## config.mk

```make
export PLATFORM = sky130hd
export DESIGN_NAME = sensor_response_packet_receiver_flat
export DESIGN_NICKNAME = d
export VERILOG_FILES = /design/src/sv/srpr_pkg.sv /design/src/sv/srpr_if.sv /design/src/sv/srpr_judge.sv /design/src/sv/srpr_collector.sv /design/src/sv/sensor_response_packet_receiver.sv /design/src/flat_wrapper.sv
export SDC_FILE = /design/constraint.sdc
export NUM_CORES = 1
export LEC_CHECK = 0
export ABC_AREA = 1
export BUFFER_PORTS_ARGS = -buffer_cell sky130_fd_sc_hd__buf_2
export CORE_MARGIN = 2
export CORE_UTILIZATION = 44
export CTS_CLUSTER_DIAMETER = 100
export DETAILED_ROUTE_END_ITERATION = 8
export PLACE_DENSITY = 0.73
export RECOVER_POWER = 25
export SLEW_MARGIN = 20
export SYNTH_ARGS = -nofsm -noshare
export SYNTH_HDL_FRONTEND = slang
export SYNTH_HIERARCHICAL = 1
export SYNTH_SLANG_ARGS = --single-unit
```

## constraint.sdc

```tcl
create_clock -name clk -period 4.8 [get_ports clk]
set_input_delay 0.96 -clock clk [delete_from_list [all_inputs] [get_ports clk]]
set_output_delay 0.96 -clock clk [all_outputs]
set_load 0.02 [all_outputs]
```

## src/sv/srpr_pkg.sv

```systemverilog
`timescale 1ns / 1ps
package srpr_pkg;

	localparam int PKT_LEN    = 12;
	localparam int PKT_CNT_W  = 4;
	localparam int SUM_LEN    = 10;

	localparam logic [7:0] SYNC_BYTE     = 8'h55;
	localparam logic [7:0] HDR_BYTE1     = 8'hAA;
	localparam logic [7:0] HDR_BYTE2     = 8'h01;
	localparam logic [7:0] HDR_BYTE3     = 8'h00;
	localparam logic [7:0] CMD_ACK       = 8'h30;
	localparam logic [7:0] CMD_NACK      = 8'h31;
	localparam logic [7:0] MAX_NACK_CODE = 8'h12;
	localparam logic [15:0] TIMEOUT_RESET = 16'd1000;

	typedef enum logic [1:0] {
		KIND_BYTE = 2'd0,
		KIND_TICK = 2'd1,
		KIND_ARM  = 2'd2
	} kind_t;

	typedef enum logic [2:0] {
		ST_OK       = 3'd0,
		ST_NACK     = 3'd1,
		ST_FORMAT   = 3'd2,
		ST_CHECKSUM = 3'd3,
		ST_TIMEOUT  = 3'd4
	} status_t;

	typedef struct packed {
		logic        valid;
		status_t     status;
		logic [31:0] param_value;
		logic [15:0] response_word;
	} result_t;

endpackage

```

## src/sv/srpr_if.sv

```systemverilog
`timescale 1ns / 1ps
interface srpr_in_if;
	logic       valid;
	logic       ready;
	logic [1:0] kind;
	logic [7:0] rx_byte;

	modport source (output valid, output kind, output rx_byte, input ready);
	modport sink (input valid, input kind, input rx_byte, output ready);
endinterface

interface srpr_out_if;
	logic        valid;
	logic        ready;
	logic [2:0]  status;
	logic [31:0] param_value;
	logic [15:0] response_word;

	modport source (output valid, output status, output param_value, output response_word,
		input ready);
	modport sink (input valid, input status, input param_value, input response_word,
		output ready);
endinterface

interface srpr_cfg_if;
	logic        valid;
	logic        ready;
	logic [15:0] data;

	modport source (output valid, output data, input ready);
	modport sink (input valid, input data, output ready);
endinterface

```

## src/sv/srpr_judge.sv

```systemverilog
`timescale 1ns / 1ps
module srpr_judge
	import srpr_pkg::*;
(
	input  logic [7:0]  pkt [PKT_LEN],
	input  logic [15:0] sum,
	output result_t     res
);

	logic        fmt_bad;
	logic        sum_bad;
	logic        is_nack;
	logic [15:0] sent_sum;

	assign sent_sum = {pkt[PKT_LEN-1], pkt[PKT_LEN-2]};
	assign fmt_bad  = (pkt[0] != SYNC_BYTE) || (pkt[1] != HDR_BYTE1) ||
		(pkt[2] != HDR_BYTE2) || (pkt[3] != HDR_BYTE3) || (pkt[9] != 8'h00) ||
		((pkt[8] != CMD_ACK) && (pkt[8] != CMD_NACK));
	assign sum_bad  = (sent_sum != sum);
	assign is_nack  = (pkt[8] == CMD_NACK) && (pkt[4] != 8'h00);

	always_comb begin
		res.valid         = 1'b1;
		res.status        = ST_OK;
		res.param_value   = {pkt[7], pkt[6], pkt[5], pkt[4]};
		res.response_word = {pkt[9], pkt[8]};
		if (fmt_bad || (!sum_bad && is_nack && (pkt[4] > MAX_NACK_CODE))) begin
			res.status = ST_FORMAT;
		end else if (sum_bad) begin
			res.status = ST_CHECKSUM;
		end else if (is_nack) begin
			res.status = ST_NACK;
		end
		if (res.status != ST_OK && res.status != ST_NACK) begin
			res.param_value   = '0;
			res.response_word = '0;
		end
	end

endmodule

```

## src/sv/srpr_collector.sv

```systemverilog
`timescale 1ns / 1ps
module srpr_collector
	import srpr_pkg::*;
(
	input  logic        clk,
	input  logic        arst_n,
	input  logic        step,
	input  kind_t       kind,
	input  logic [7:0]  rx_byte,
	input  logic        cfg_wr,
	input  logic [15:0] cfg_data,
	output result_t     res
);

	logic                 armed_q, armed_d;
	logic                 synced_q, synced_d;
	logic [PKT_CNT_W-1:0] count_q, count_d;
	logic [15:0]          elapsed_q, elapsed_d;
	logic [15:0]          sum_q, sum_d;
	logic [15:0]          timeout_q;
	logic [7:0]           store_q [PKT_LEN];

	logic                 wr_en;
	logic [PKT_CNT_W-1:0] idx;
	logic [PKT_CNT_W-1:0] base_cnt;
	logic [15:0]          base_sum;
	logic [15:0]          elapsed_inc;
	logic [7:0]           pkt [PKT_LEN];
	result_t              judge_res;

	// current byte stands in for the last entry; earlier entries come from the store
	always_comb begin
		for (int i = 0; i < PKT_LEN - 1; i++) begin
			pkt[i] = store_q[i];
		end
		pkt[PKT_LEN-1] = rx_byte;
	end

	srpr_judge u_judge (
		.pkt (pkt),
		.sum (sum_q),
		.res (judge_res)
	);

	assign base_cnt    = synced_q ? count_q : '0;
	assign base_sum    = synced_q ? sum_q : '0;
	assign idx         = (base_cnt >= PKT_CNT_W'(PKT_LEN)) ? '0 : base_cnt;
	assign elapsed_inc = (elapsed_q == 16'hFFFF) ? elapsed_q : elapsed_q + 16'd1;

	always_comb begin
		armed_d   = armed_q;
		synced_d  = synced_q;
		count_d   = count_q;
		elapsed_d = elapsed_q;
		sum_d     = sum_q;
		wr_en     = 1'b0;
		res       = '0;
		res.status = ST_OK;
		case (kind)
			KIND_ARM: begin
				armed_d   = 1'b1;
				synced_d  = 1'b0;
				count_d   = '0;
				elapsed_d = '0;
				sum_d     = '0;
			end
			KIND_TICK: begin
				if (armed_q) begin
					elapsed_d = elapsed_inc;
					if (elapsed_inc >= timeout_q) begin
						armed_d    = 1'b0;
						synced_d   = 1'b0;
						res.valid  = 1'b1;
						res.status = ST_TIMEOUT;
					end
				end
			end
			KIND_BYTE: begin
				if (armed_q && (synced_q || rx_byte == SYNC_BYTE)) begin
					synced_d = 1'b1;
					wr_en    = 1'b1;
					sum_d    = (idx < PKT_CNT_W'(SUM_LEN)) ? base_sum + {8'h00, rx_byte}
						: base_sum;
					count_d  = idx + 1'b1;
					if (idx == PKT_CNT_W'(PKT_LEN - 1)) begin
						armed_d  = 1'b0;
						synced_d = 1'b0;
						res      = judge_res;
					end
				end
			end
			default: begin
			end
		endcase
	end

	always_ff @(posedge clk or negedge arst_n) begin
		if (!arst_n) begin
			armed_q   <= 1'b0;
			synced_q  <= 1'b0;
			count_q   <= '0;
			elapsed_q <= '0;
			sum_q     <= '0;
		end else if (step) begin
			armed_q   <= armed_d;
			synced_q  <= synced_d;
			count_q   <= count_d;
			elapsed_q <= elapsed_d;
			sum_q     <= sum_d;
		end
	end

	always_ff @(posedge clk or negedge arst_n) begin
		if (!arst_n) begin
			timeout_q <= TIMEOUT_RESET;
		end else if (cfg_wr) begin
			timeout_q <= cfg_data;
		end
	end

	always_ff @(posedge clk) begin
		for (int i = 0; i < PKT_LEN; i++) begin
			if (step && wr_en && idx == PKT_CNT_W'(i)) begin
				store_q[i] <= rx_byte;
			end
		end
	end

endmodule

```

## src/sv/sensor_response_packet_receiver.sv

```systemverilog
`timescale 1ns / 1ps
// Reply packet receiver for a serial sensor link.
// pkt_in  : valid/ready channel of items; kind selects a received byte, a millisecond
//           tick or an arm command, rx_byte carries the byte.
// res_out : valid/ready channel of results: status, 32-bit parameter, response word.
// cfg     : valid/ready write channel for timeout_ms; always ready, takes effect on
//           the next item. Write it only while no item is in flight.
// An arm item opens a wait for one 12-byte packet. Bytes before the 0x55 sync byte
// are dropped; the twelfth byte of the packet or a timeout tick yields one result.
// Timing: one item per cycle while no result waits on res_out. An accepted item is held
// in the input register, is processed in a single pass through the collector and the
// packet checks, and its result is captured in the result register as the input
// register advances, which it does whenever the result register is free or draining.
// Stalls: while a result waits and res_out is not ready, the input register still
// takes one more item if it is empty; pkt_in.ready then drops until the waiting result is transferred.
// Reset: arst_n clears the channel valids, the armed/sync state and the counters,
// and loads timeout_ms with 1000. Packet bytes are not cleared.
module sensor_response_packet_receiver
	import srpr_pkg::*;
(
	input  logic       clk,
	input  logic       arst_n,
	srpr_in_if.sink    pkt_in,
	srpr_out_if.source res_out,
	srpr_cfg_if.sink   cfg
);

	// input register
	logic       valid_s1;
	kind_t      kind_s1;
	logic [7:0] byte_s1;

	// result register
	logic        out_valid_q;
	status_t     status_q;
	logic [31:0] param_q;
	logic [15:0] resp_q;

	logic    advance;
	result_t res;

	// advance a held input item whenever the result register is free or draining
	assign advance      = valid_s1 && (!out_valid_q || res_out.ready);
	assign pkt_in.ready = !valid_s1 || advance;
	assign cfg.ready    = 1'b1;

	always_ff @(posedge clk or negedge arst_n) begin
		if (!arst_n) begin
			valid_s1 <= 1'b0;
		end else if (pkt_in.ready) begin
			valid_s1 <= pkt_in.valid;
		end
	end

	// payload needs no reset; capture only on a transfer
	always_ff @(posedge clk) begin
		if (pkt_in.ready && pkt_in.valid) begin
			kind_s1 <= kind_t'(pkt_in.kind);
			byte_s1 <= pkt_in.rx_byte;
		end
	end

	srpr_collector u_collector (
		.clk      (clk),
		.arst_n   (arst_n),
		.step     (advance),
		.kind     (kind_s1),
		.rx_byte  (byte_s1),
		.cfg_wr   (cfg.valid),
		.cfg_data (cfg.data),
		.res      (res)
	);

	// hold a result until transferred; drop valid once taken with nothing behind it
	always_ff @(posedge clk or negedge arst_n) begin
		if (!arst_n) begin
			out_valid_q <= 1'b0;
		end else if (advance) begin
			out_valid_q <= res.valid;
		end else if (res_out.ready) begin
			out_valid_q <= 1'b0;
		end
	end

	always_ff @(posedge clk) begin
		if (advance && res.valid) begin
			status_q <= res.status;
			param_q  <= res.param_value;
			resp_q   <= res.response_word;
		end
	end

	assign res_out.valid         = out_valid_q;
	assign res_out.status        = status_q;
	assign res_out.param_value   = param_q;
	assign res_out.response_word = resp_q;

endmodule

```

## src/flat_wrapper.sv

```systemverilog
// flat-port wrapper written by rule: the top's interface ports become plain ports
module sensor_response_packet_receiver_flat import srpr_pkg::*;
  (clk, arst_n, pkt_in_valid, pkt_in_kind, pkt_in_rx_byte, pkt_in_ready, res_out_valid, res_out_status, res_out_param_value, res_out_response_word, res_out_ready, cfg_valid, cfg_data, cfg_ready);
  srpr_in_if pkt_in_i ();
  srpr_out_if res_out_i ();
  srpr_cfg_if cfg_i ();
  input  logic clk;
  input  logic arst_n;
  input wire logic [$bits(pkt_in_i.valid)-1:0] pkt_in_valid;
  input wire logic [$bits(pkt_in_i.kind)-1:0] pkt_in_kind;
  input wire logic [$bits(pkt_in_i.rx_byte)-1:0] pkt_in_rx_byte;
  output wire logic [$bits(pkt_in_i.ready)-1:0] pkt_in_ready;
  output wire logic [$bits(res_out_i.valid)-1:0] res_out_valid;
  output wire logic [$bits(res_out_i.status)-1:0] res_out_status;
  output wire logic [$bits(res_out_i.param_value)-1:0] res_out_param_value;
  output wire logic [$bits(res_out_i.response_word)-1:0] res_out_response_word;
  input wire logic [$bits(res_out_i.ready)-1:0] res_out_ready;
  input wire logic [$bits(cfg_i.valid)-1:0] cfg_valid;
  input wire logic [$bits(cfg_i.data)-1:0] cfg_data;
  output wire logic [$bits(cfg_i.ready)-1:0] cfg_ready;
  assign pkt_in_i.valid = pkt_in_valid;
  assign pkt_in_i.kind = pkt_in_kind;
  assign pkt_in_i.rx_byte = pkt_in_rx_byte;
  assign pkt_in_ready = pkt_in_i.ready;
  assign res_out_valid = res_out_i.valid;
  assign res_out_status = res_out_i.status;
  assign res_out_param_value = res_out_i.param_value;
  assign res_out_response_word = res_out_i.response_word;
  assign res_out_i.ready = res_out_ready;
  assign cfg_i.valid = cfg_valid;
  assign cfg_i.data = cfg_data;
  assign cfg_ready = cfg_i.ready;
  sensor_response_packet_receiver u_core (.clk(clk), .arst_n(arst_n), .pkt_in(pkt_in_i), .res_out(res_out_i), .cfg(cfg_i));
endmodule
```

## Word-level counts from Yosys, hierarchy flattened

Memories as Yosys holds them, arrays and structs flattened.
Index checks and enable logic that the tools add are counted.

| word-level totals | value |
|---|---|
| register bits after elaboration | 117 |
| bits in writable memories | 96 |
| bits of input ports | 31 |
| output and inout port bits | 54 |
| logic and storage cells | 202 |
| memories kept | 1 |

| operators by class | value |
|---|---|
| $add $sub $neg | 3 |
| $lt $le $gt $ge | 4 |
| equal/unequal tests | 27 |
| mux-type cells | 91 |
| bitwise operators | 3 |
| reductions and logical operators | 60 |

Memory list:

| memory | words | width | rd ports | clocked after Yosys merged registers in | write ports | line | RTL |
|---|---|---|---|---|---|---|---|
| u_core.u_collector.store_q | 12 | 8 | 11 | 0 | 1 | srpr_collector.sv:21 | `logic [7:0] store_q [PKT_LEN];` |

Operators by type and width:

| cell | count |
|---|---|
| 52-bit two-way mux | 2 |
| 8-bit two-way mux | 11 |
| 8-bit OR reduction | 11 |
| 16-bit two-way mux | 5 |
| 4-bit two-way mux | 16 |
| 16-bit case mux with 2 select lines | 2 |
| 1-bit two-way mux | 48 |
| 48-bit two-way mux | 1 |
| 8-bit nonzero test | 3 |
| 1-bit logical AND | 22 |
| 16-bit by 1-bit adder with 16-bit output (second input constant) | 1 |
| 16-bit by 8-bit adder with 16-bit output | 1 |
| 16-bit == test (second input constant) | 1 |
| 4-bit by 3-bit == test with 1-bit output (second input constant) | 4 |
| 4-bit == test (second input constant) | 4 |
| 16-bit >= comparator | 1 |
| 16-bit != test | 1 |
| 8-bit by 6-bit != test with 1-bit output (second input constant) | 2 |
| 4-bit case mux with 2 select lines | 2 |
| 1-bit logical OR | 9 |
| 4-bit by 2-bit == test with 1-bit output (second input constant) | 2 |
| 8-bit by 6-bit == test with 1-bit output (second input constant) | 1 |
| 8-bit by 7-bit == test with 1-bit output (second input constant) | 1 |
| 8-bit by 5-bit greater-than comparator with 1-bit output (second input constant) | 1 |
| other kinds (23) | 36 |

## Longest topological paths before layout

Gate-level depths: netlist of run 1.

| logic depth | value |
|---|---|
| word-level depth | 21 |
| depth in mapped cells | 22 |
| gate-level depth less buffers | 22 |

## Modules after synthesis

Netlist of run 1, hierarchy kept.

By module, submodules not included:

| module | times used | cells an instance | area an instance (µm²) |
|---|---|---|---|
| srpr_collector | 1 | 819 | 7423.4 |
| sensor_response_packet_receiver | 1 | 78 | 1949.4 |
| srpr_judge | 1 | 293 | 1268.7 |

## Worst setup path before layout of run 1

No wires, ideal clock.

| timing path | value |
|---|---|
| path type | flip-flop to flip-flop |
| from | reg u_core.u_collector.elapsed_q[0] |
| to | reg u_core.param_q[0], in the netlist u_core/res_out.param_value[0], enable pin |
| library setup time | 0.460 ns |
| arrival | 4.322 ns |
| path slack | 0.018 ns |
| cell stages (with the launch flop) | 21 |
| path buffers | 0 |
| cells stage by stage | dfrtp_1 > ha_1 > nand2_2 > nor2_1 > nand2_2 > nor2_4 > nand2_1 > o21a_1 > ha_1 > nand2_1 > nand2_1 > nand2_1 > nand2_1 > nand2_1 > nand2_1 > nand2_1 > nand2_1 > nand3_1 > o21ai_0 > inv_1 > nor2_1 |

RTL lines:

| what | line | RTL |
|---|---|---|
| from (decl) | srpr_collector.sv:18 | `logic [15:0] elapsed_q, elapsed_d;` |
| from (signal assigned) | srpr_collector.sv:108 | `elapsed_q <= elapsed_d;` |
| to (signal assigned) | sensor_response_packet_receiver.sv:88 | `param_q <= res.param_value;` |
| to (decl) | sensor_response_packet_receiver.sv:36 | `logic [31:0] param_q;` |

## Worst setup path in the final report of run 1

| timing path | value |
|---|---|
| from | reg u_core.byte_s1[6] |
| to | mem u_core.u_collector.store_q[6][0], enable pin |

| on the way | value |
|---|---|
| longest elaborated chain between the ends | 21 |
| elaborated cells between the ends (all ways) | 75 |
| those cells by class | eq/ne (1); mux (48); reduce/logical (26) |

Ends and longest elaborated chain:

| what | line | RTL |
|---|---|---|
| from (decl) | sensor_response_packet_receiver.sv:31 | `logic [7:0] byte_s1;` |
| from (signal assigned) | sensor_response_packet_receiver.sv:59 | `byte_s1 <= pkt_in.rx_byte;` |
| 8-bit by 7-bit == test with 1-bit output (*) | srpr_collector.sv:79 | `if (armed_q && (synced_q \|\| rx_byte == SYNC_BYTE)) begin` |
| 1-bit logical OR (*) | srpr_collector.sv:79 |  |
| 1-bit logical AND (*) | srpr_collector.sv:79 |  |
| 1-bit two-way mux (*) | srpr_collector.sv:79 |  |
| 1-bit two-way mux (*) | srpr_collector.sv:59 | `case (kind)` |
| 1-bit logical AND (*) | srpr_collector.sv:123 | `if (step && wr_en && idx == PKT_CNT_W'(i)) begin` |
| 1-bit logical AND | srpr_collector.sv:123 |  |
| 1-bit two-way mux | srpr_collector.sv:123 |  |
| 1-bit two-way mux (implied by the code) | srpr_collector.sv:124 | `store_q[i] <= rx_byte;` |
| 8-bit OR reduction (no line) | - |  |
| 4-bit two-way mux (no line) / 1-bit two-way mux (equally long branches) (11 in series) | - |  |
| to (decl) | srpr_collector.sv:21 |  |

Every way passes the cells marked *; elsewhere a longest branch is shown, timed or not.

==> results of run 1 <==
==> through the flow <==
stage / setup WS, ns / hold WS [ns] / area (um2)
floorplan: 0.0182 / 0.449 / 10700
global placement: 1.37 / 0.469 / 11300
detailed placement: 1.30 / 0.470 / 11300
CTS: 1.30 / 0.497 / 12000
global route: 0.748 / 0.529 / 12000
finish: 1.29 / 0.495 / 12000
==> cell type report <==
cell class                 count  area [um2]
timing repair buffer          90         455
tap                          319         399
clock inverter                10        87.6
sequential                   205        5880
multi-input combinational    744        3710
fill                        2147       11600
clock buffer                  32         649
inverter                     217         825
==> cell families (layout without fill, tap and decap cells) <==
family / after synthesis / count (layout)
compound gates: 68 / 68
xor+xnor: 15 / 15
fa+ha+maj: 34 / 34
buf+inv: 254 / 349
flops: 205 / 205
mux: 1 / 1
other cells: 3 / 16
simple gates: 610 / 610
==> per-layer routing <==
metal,global-route usage,part of all wire,vias up
li1,-,-,3871
met1,0.235,0.46,3548
met2,0.290,0.47,197
met3,0.0268,0.053,25
met4,0.0413,0.018,0
met5,0,0,-
==> placed cells by master (no fill, tap or decap), types with 9 or more instances in the layout <==
cell type	count
nand2_2	17
a21oi_1	14
conb_1	16
nor2_2	25
inv_1	206
clkbuf_16	23
ha_1	33
o21ai_0	25
o21ai_1	13
edfxtp_1	149
clkbuf_1	9
nand4_1	10
nor2_1	149
nand3_1	48
xor2_1	9
buf_2	82
dfrtp_1	50
nand2_1	331
==> state kept, by name, summed over array words and instances, names as in the netlist <==
signal                        count
u_core/u_collector/timeout_q     16
u_core/res_out.status             3
u_core/u_collector/sum_q         16
u_core/byte_s1                    8
u_core/u_collector/synced_q       1
u_core/u_collector/store_q       88
u_core/res_out.response_word     16
u_core/kind_s1                    2
u_core/res_out.param_value       32
u_core/u_collector/armed_q        1
u_core/res_out.valid              1
u_core/valid_s1                   1
u_core/u_collector/elapsed_q     16
u_core/u_collector/count_q        4
==> how the worst max path moves through the flow <==
stage	from	end	cells after the start
final	u_core/byte_s1[6]	u_core/u_collector/store_q[6][0]	9
after global placement	u_core/u_collector/elapsed_q[0]	u_core/res_out.param_value[28]	21
after detailed placement	u_core/u_collector/elapsed_q[0]	u_core/res_out.param_value[19]	21
after floorplan	u_core/u_collector/elapsed_q[0]	u_core/res_out.param_value[0]	20
after global routing	arst_n	u_core/u_collector/count_q[2]	2
after CTS	u_core/u_collector/elapsed_q[0]	u_core/res_out.param_value[30]	21
==> synth_stat cells, types with 4 or more instances <==
library cell,instances,area [um2]
o21ai_1,13,65.1
clkbuf_1,5,18.8
buf_4,21,158
nor2_4,4,45.0
dfstp_2,6,158
ha_1,33,413
buf_6,8,90.1
nor3_1,8,40.0
inv_2,6,22.5
nand3_1,47,235
a21oi_1,14,70.1
xnor2_1,6,52.6
nor2_2,25,156
nand2_4,4,45.0
dfrtp_1,50,1250
nand4_1,10,62.6
nand2_1,331,1240
o21ai_2,6,52.6
nor2_1,150,563
edfxtp_1,149,4470
xor2_1,9,78.8
nand2_2,17,106
inv_1,206,773
o21ai_0,25,125
==> worst max-delay path: cells and delay by family, from the launching register on <==
family / cells / cell delay, ns
and+or+nand+nor: 8 / 1.99
buffers and inverters: 1 / 0.84
DFF: 1 / 0.31
==> power breakdown <==
part           total (mW)  internal (mW)  switching, mW
combinational       0.221         0.0742          0.147
clock                1.68           1.00          0.682
sequential           1.98           1.93         0.0470
==> impl_metrics.json, run 1 <==
{
  "first_global_vias": 7346,
  "track_usage": 0.172,
  "start_util": 0.451,
  "synth_compound_area_frac": 0.0388,
  "wl_per_cell_um": 13.4,
  "grt_max_degree": 57,
  "cts_root_buf": "clkbuf_16",
  "diodes": 0,
  "worstSkewPairLatency_ns": 0.52,
  "power_density_nw_per_um2": 323,
  "cts_buffers": 23,
  "slowest_delay_ns": 0.84,
  "cts_buffer_depth": 3,
  "syn-cell-area_um2": 10600,
  "yosys.cell_types.count": 46,
  "min_period_over_period": 0.731,
  "ant_nets": 0,
  "cts_resized": 0,
  "clk_pin_slew_ns": 0.06,
  "min_path_cells": 2,
  "maxCapViolations": 1,
  "drive_above_1_share": 0.161,
  "r2r_setup_slack_ns": 1.29,
  "final_util": 0.509,
  "p_leak_nw": 5.31,
  "synth_top_family_by_area": "simple AND/OR/NAND/NOR gates",
  "synthMuxAreaShare": 0.00106,
  "r2r_cells": 9,
  "avgSynthCellArea_um2": 8.94,
  "grt_setup_unrepaired": "no",
  "vias_per_cell": 4.73,
  "wirelength_um": 21600,
  "dieArea_um2": 25400,
  "reg2reg_from": "u_core/byte_s1[6]",
  "crit_top_cell": "nand2_1",
  "design_power_total_mw": 3.89,
  "worstReg2RegEnd": "u_core/u_collector/store_q[6][0]",
  "synthAdderAreaFrac": 0.0407,
  "setup_viol": 0,
  "worst_pin_slew_ns": 3.11,
  "rows": 56,
  "dp_hpwl_um": 15000,
  "required_ns": 4.95,
  "arrival_ns": 3.67,
  "slowest_stage": "clkbuf_1",
  "synth_cells": 1190,
  "first_pass_iters": 7,
  "drt_iter0_markers": 483,
  "ios": 85,
  "synthXorXnorAreaFrac": 0.0123,
  "synthToLayoutAreaGrowth_pct": 12.9,
  "worstSetupStartpointType": "flop",
  "yosys.area_share.simple": 0.249,
  "die-width_um": 160,
  "clkSinkCount": 205,
  "h-tree-depth": 1,
  "hold_end": "u_core/u_collector/count_q[2]",
  "hp-class": "reg2reg",
  "tritoncts": "built",
  "critPathMaxFanout": 15,
  "synth_edf_count": 149,
  "antenna_found_initial": 0,
  "ys_seq_area_frac": 0.553,
  "grt_pass1_wl_um": 36000,
  "critical_path_class": "reg2reg",
  "worstHoldStart": "u_core/u_collector/count_q[2]",
  "yosys_warnings": 6,
  "tns_ns": 0,
  "ys.flop_type": "edfxtp_1",
  "ys_seq_elements": 205,
  "placement.io_buffers": 83,
  "status": "finished, violations left",
  "max_freq_mhz": 285,
  "place_congestion": 0.858,
  "finalClockSkew_ns": 0.0201,
  "finalHoldViolations": 0,
  "relSlewSlack": -1.07,
  "ir_drop_mv": 0.307,
  "vias": 7641,
  "drv_slew": 57,
  "nets": 1346,
  "layout.cells.non_filler": 1617,
  "core_um2": 23600,
  "violations": "capacitance limit, slew limit",
  "drc": 0,
  "post-cts-setup-buffers": 0,
  "dp.cells": 1575,
  "synthArstFlopShare": 0.273,
  "die_h_um": 160,
  "period_needed_ns": 3.51,
  "gr-total-overflow": 0,
  "hold_buffers": 0,
  "critical_path.cell_chain": "clkbuf_1 > nand2_1 > nor2_1 > nand2_1 > nand2_1 > nand3_1 > nor2_2 > nand2_1 > nor2_1",
  "end_kind": "flop"
}
(Power assumes the default switching activity.)
==> run 2: changes to the inputs <==
==> constraint.sdc (replaced) <==
create_clock -name clk -period 3 [get_ports clk]
set_input_delay 0.6 -clock clk [delete_from_list [all_inputs] [get_ports clk]]
set_output_delay 0.6 -clock clk [all_outputs]
set_load 0.02 [all_outputs]
==> impl_metrics.json, run 2 (same netlist as run 1, synthesis figures left out) <==
{
  "status": "finished, violations left",
  "violations": "setup timing",
  "vias": 7793,
  "ios": 85,
  "final_common_cell": "nand2_1",
  "ant_nets": 0,
  "worstReg2RegEnd": "u_core/res_out.param_value[24]",
  "ir_drop_mv": 0.524,
  "hold_end": "u_core/byte_s1[3]",
  "min_period_over_period": 1.02,
  "reg2reg_from": "u_core/u_collector/elapsed_q[0]",
  "first_global_vias": 7522,
  "tritoncts": "built",
  "wl_per_cell_um": 13.7,
  "die_h_um": 160,
  "drv_slew": 0,
  "largest_register_ffs": 88,
  "pre_cts_ws_ns": -0.0326,
  "p_leak_nw": 5.59,
  "die-width_um": 160,
  "worstSetupStartpointType": "flop",
  "hp-class": "in2reg",
  "nets": 1390,
  "worst_pin_slew_ns": 1.04,
  "p_int_mw": 4.94,
  "diodes": 0,
  "critical_path_class": "reg2reg",
  "drt_iter0_markers": 528,
  "setup_viol": 46,
  "finalHoldViolations": 0,
  "drive_above_1_share": 0.194,
  "clk_pin_slew_ns": 0.06,
  "combPwrFrac": 0.064,
  "grt_setup_unrepaired": "yes",
  "vias_per_cell": 4.69,
  "critPathMaxFanout": 5,
  "core_um2": 23600,
  "first_pass_iters": 6,
  "num-fill-cells": 2074,
  "min_path_cells": 1,
  "cts_root_buf": "clkbuf_16",
  "maxCapViolations": 0,
  "worstHoldStart": "pkt_in_rx_byte[3]",
  "track_usage": 0.175,
  "required_ns": 3.23,
  "h-tree-depth": 1,
  "cts_buffers": 22,
  "arrival_ns": 3.28,
  "clock_power_share": 0.438,
  "grt_pass1_wl_um": 36500,
  "start_util": 0.451,
  "dieArea_um2": 25400,
  "cts_buffer_depth": 3,
  "drc": 0,
  "synthToLayoutAreaGrowth_pct": 18.1,
  "largest_register": "u_core/u_collector/store_q",
  "finalClockSkew_ns": 0.0191,
  "p_sw_frac": 0.220,
  "seq_power_share": 0.497,
  "period_needed_ns": 3.05,
  "antenna_found_initial": 0,
  "place_congestion": 0.908,
  "r2r_cells": 20,
  "rows": 56,
  "placement.io_buffers": 83,
  "dp_hpwl_um": 15400,
  "p_sw_mw": 1.40,
  "mostFrequentLayoutCells": "325 x nand2_1, 206 x inv_1, 149 x edfxtp_1",
  "clkSinkCount": 205,
  "wirelength_um": 22700,
  "grt_max_degree": 37,
  "design_power_total_mw": 6.34,
  "timing.final.ws_setup_ns": -0.0488,
  "r2r_setup_slack_ns": -0.05,
  "worstSkewPairLatency_ns": 0.51,
  "max_freq_mhz": 328,
  "gr-total-overflow": 0,
  "end_kind": "flop",
  "power_density_nw_per_um2": 505,
  "relSlewSlack": 0.308
}
==> run 2: changes by cell type in the layout (fill, tap and decap cells not counted), sizes merged <==
cell	previous run	this run
buf	86	124
bufinv	1	4
clkbuf	36	39
clkinv	11	8
clkinvlp	0	2
dlygate4sd3	0	1
inv	215	214
==> run 2: through the flow <==
step / hold slack (ns) / utilization / TNS (ns) / instance area (um2) / std cells
CTS: 0.265 / 0.523 / -0.774 / 12300 / 1647
detailed placement: 0.470 / 0.486 / -1.21 / 11500 / 1597
floorplan: 0.304 / - / -12.33 / 10700 / 1203
global route: 0.261 / 0.532 / -12.20 / 12600 / 1660
finish: 0.281 / 0.532 / -1.31 / 12600 / 1660
global placement: 0.468 / 0.486 / 0 / 11500 / 1597
==> run 2: metal layers <==
layer / vias up / share of wire / track usage
li1: 3949 / - / -
met1: 3609 / 0.45 / 0.229
met2: 200 / 0.48 / 0.303
met3: 35 / 0.050 / 0.0271
met4: 0 / 0.019 / 0.0475
met5: - / 0 / 0
==> run 2: power groups by stage <==
stage               clock, mW  combinational [mW]  sequential, mW
global placement            0               0.378            3.21
global route             2.96               0.468            3.16
detailed placement          0               0.386            3.21
floorplan                   0               0.283            3.19
finish                   2.78               0.408            3.15
CTS                      2.84               0.398            3.15
==> run 2: area by class of cell <==
class                           count  area [um2]  area share
Timing Repair Buffer              135         932      0.0742
Multi-Input combinational cell    744        3770       0.300
Tap cell                          319         399      0.0318
Clock buffer                       29         577      0.0459
Sequential cell                   205        5890       0.468
Inverter                          217         825      0.0656
Clock inverter                     11         170      0.0135
==> run 2: worst max-delay path by stage <==
stage	startpoint	to	cells past startpoint
final	u_core/u_collector/elapsed_q[0]	u_core/res_out.param_value[24]	20
after global routing	u_core/u_collector/elapsed_q[0]	u_core/res_out.param_value[24]	20
after CTS	u_core/u_collector/elapsed_q[1]	u_core/res_out.param_value[22]	19
after detailed placement	u_core/u_collector/elapsed_q[0]	u_core/res_out.param_value[27]	20
after global placement	u_core/u_collector/elapsed_q[1]	u_core/res_out.param_value[27]	20
after floorplan	u_core/u_collector/elapsed_q[0]	u_core/res_out.param_value[0]	20
==> run 2: timing repair <==
item | 4_1_cts | 5_1_grt
gates cloned | 1 | 6
resized for setup | 5 | 15
pin swaps | 1 | 12
hold buffers | 1 | 0
setup buffers | 8 | 7
setup endpoints to repair | 40 | 52
hold endpoints to repair | 11 | 0
==> run 2: worst max-delay path, stage by stage, from the launching register on <==
cell and delay, ns:
dfrtp_1 0.42, ha_4 0.17, nand2_4 0.07, nor2_4 0.12
nand2_2 0.09, nor2_4 0.20, nand2_2 0.08, o21a_1 0.14
ha_4 0.28, nand4_1 0.10, nor2_1 0.12, nor2_1 0.06
nand2_2 0.08, nand2_2 0.06, nand2_2 0.06, nand3_2 0.07
o21ai_1 0.09, inv_1 0.09, nor2_4 0.18, buf_6 0.17
clkbuf_16 0.15
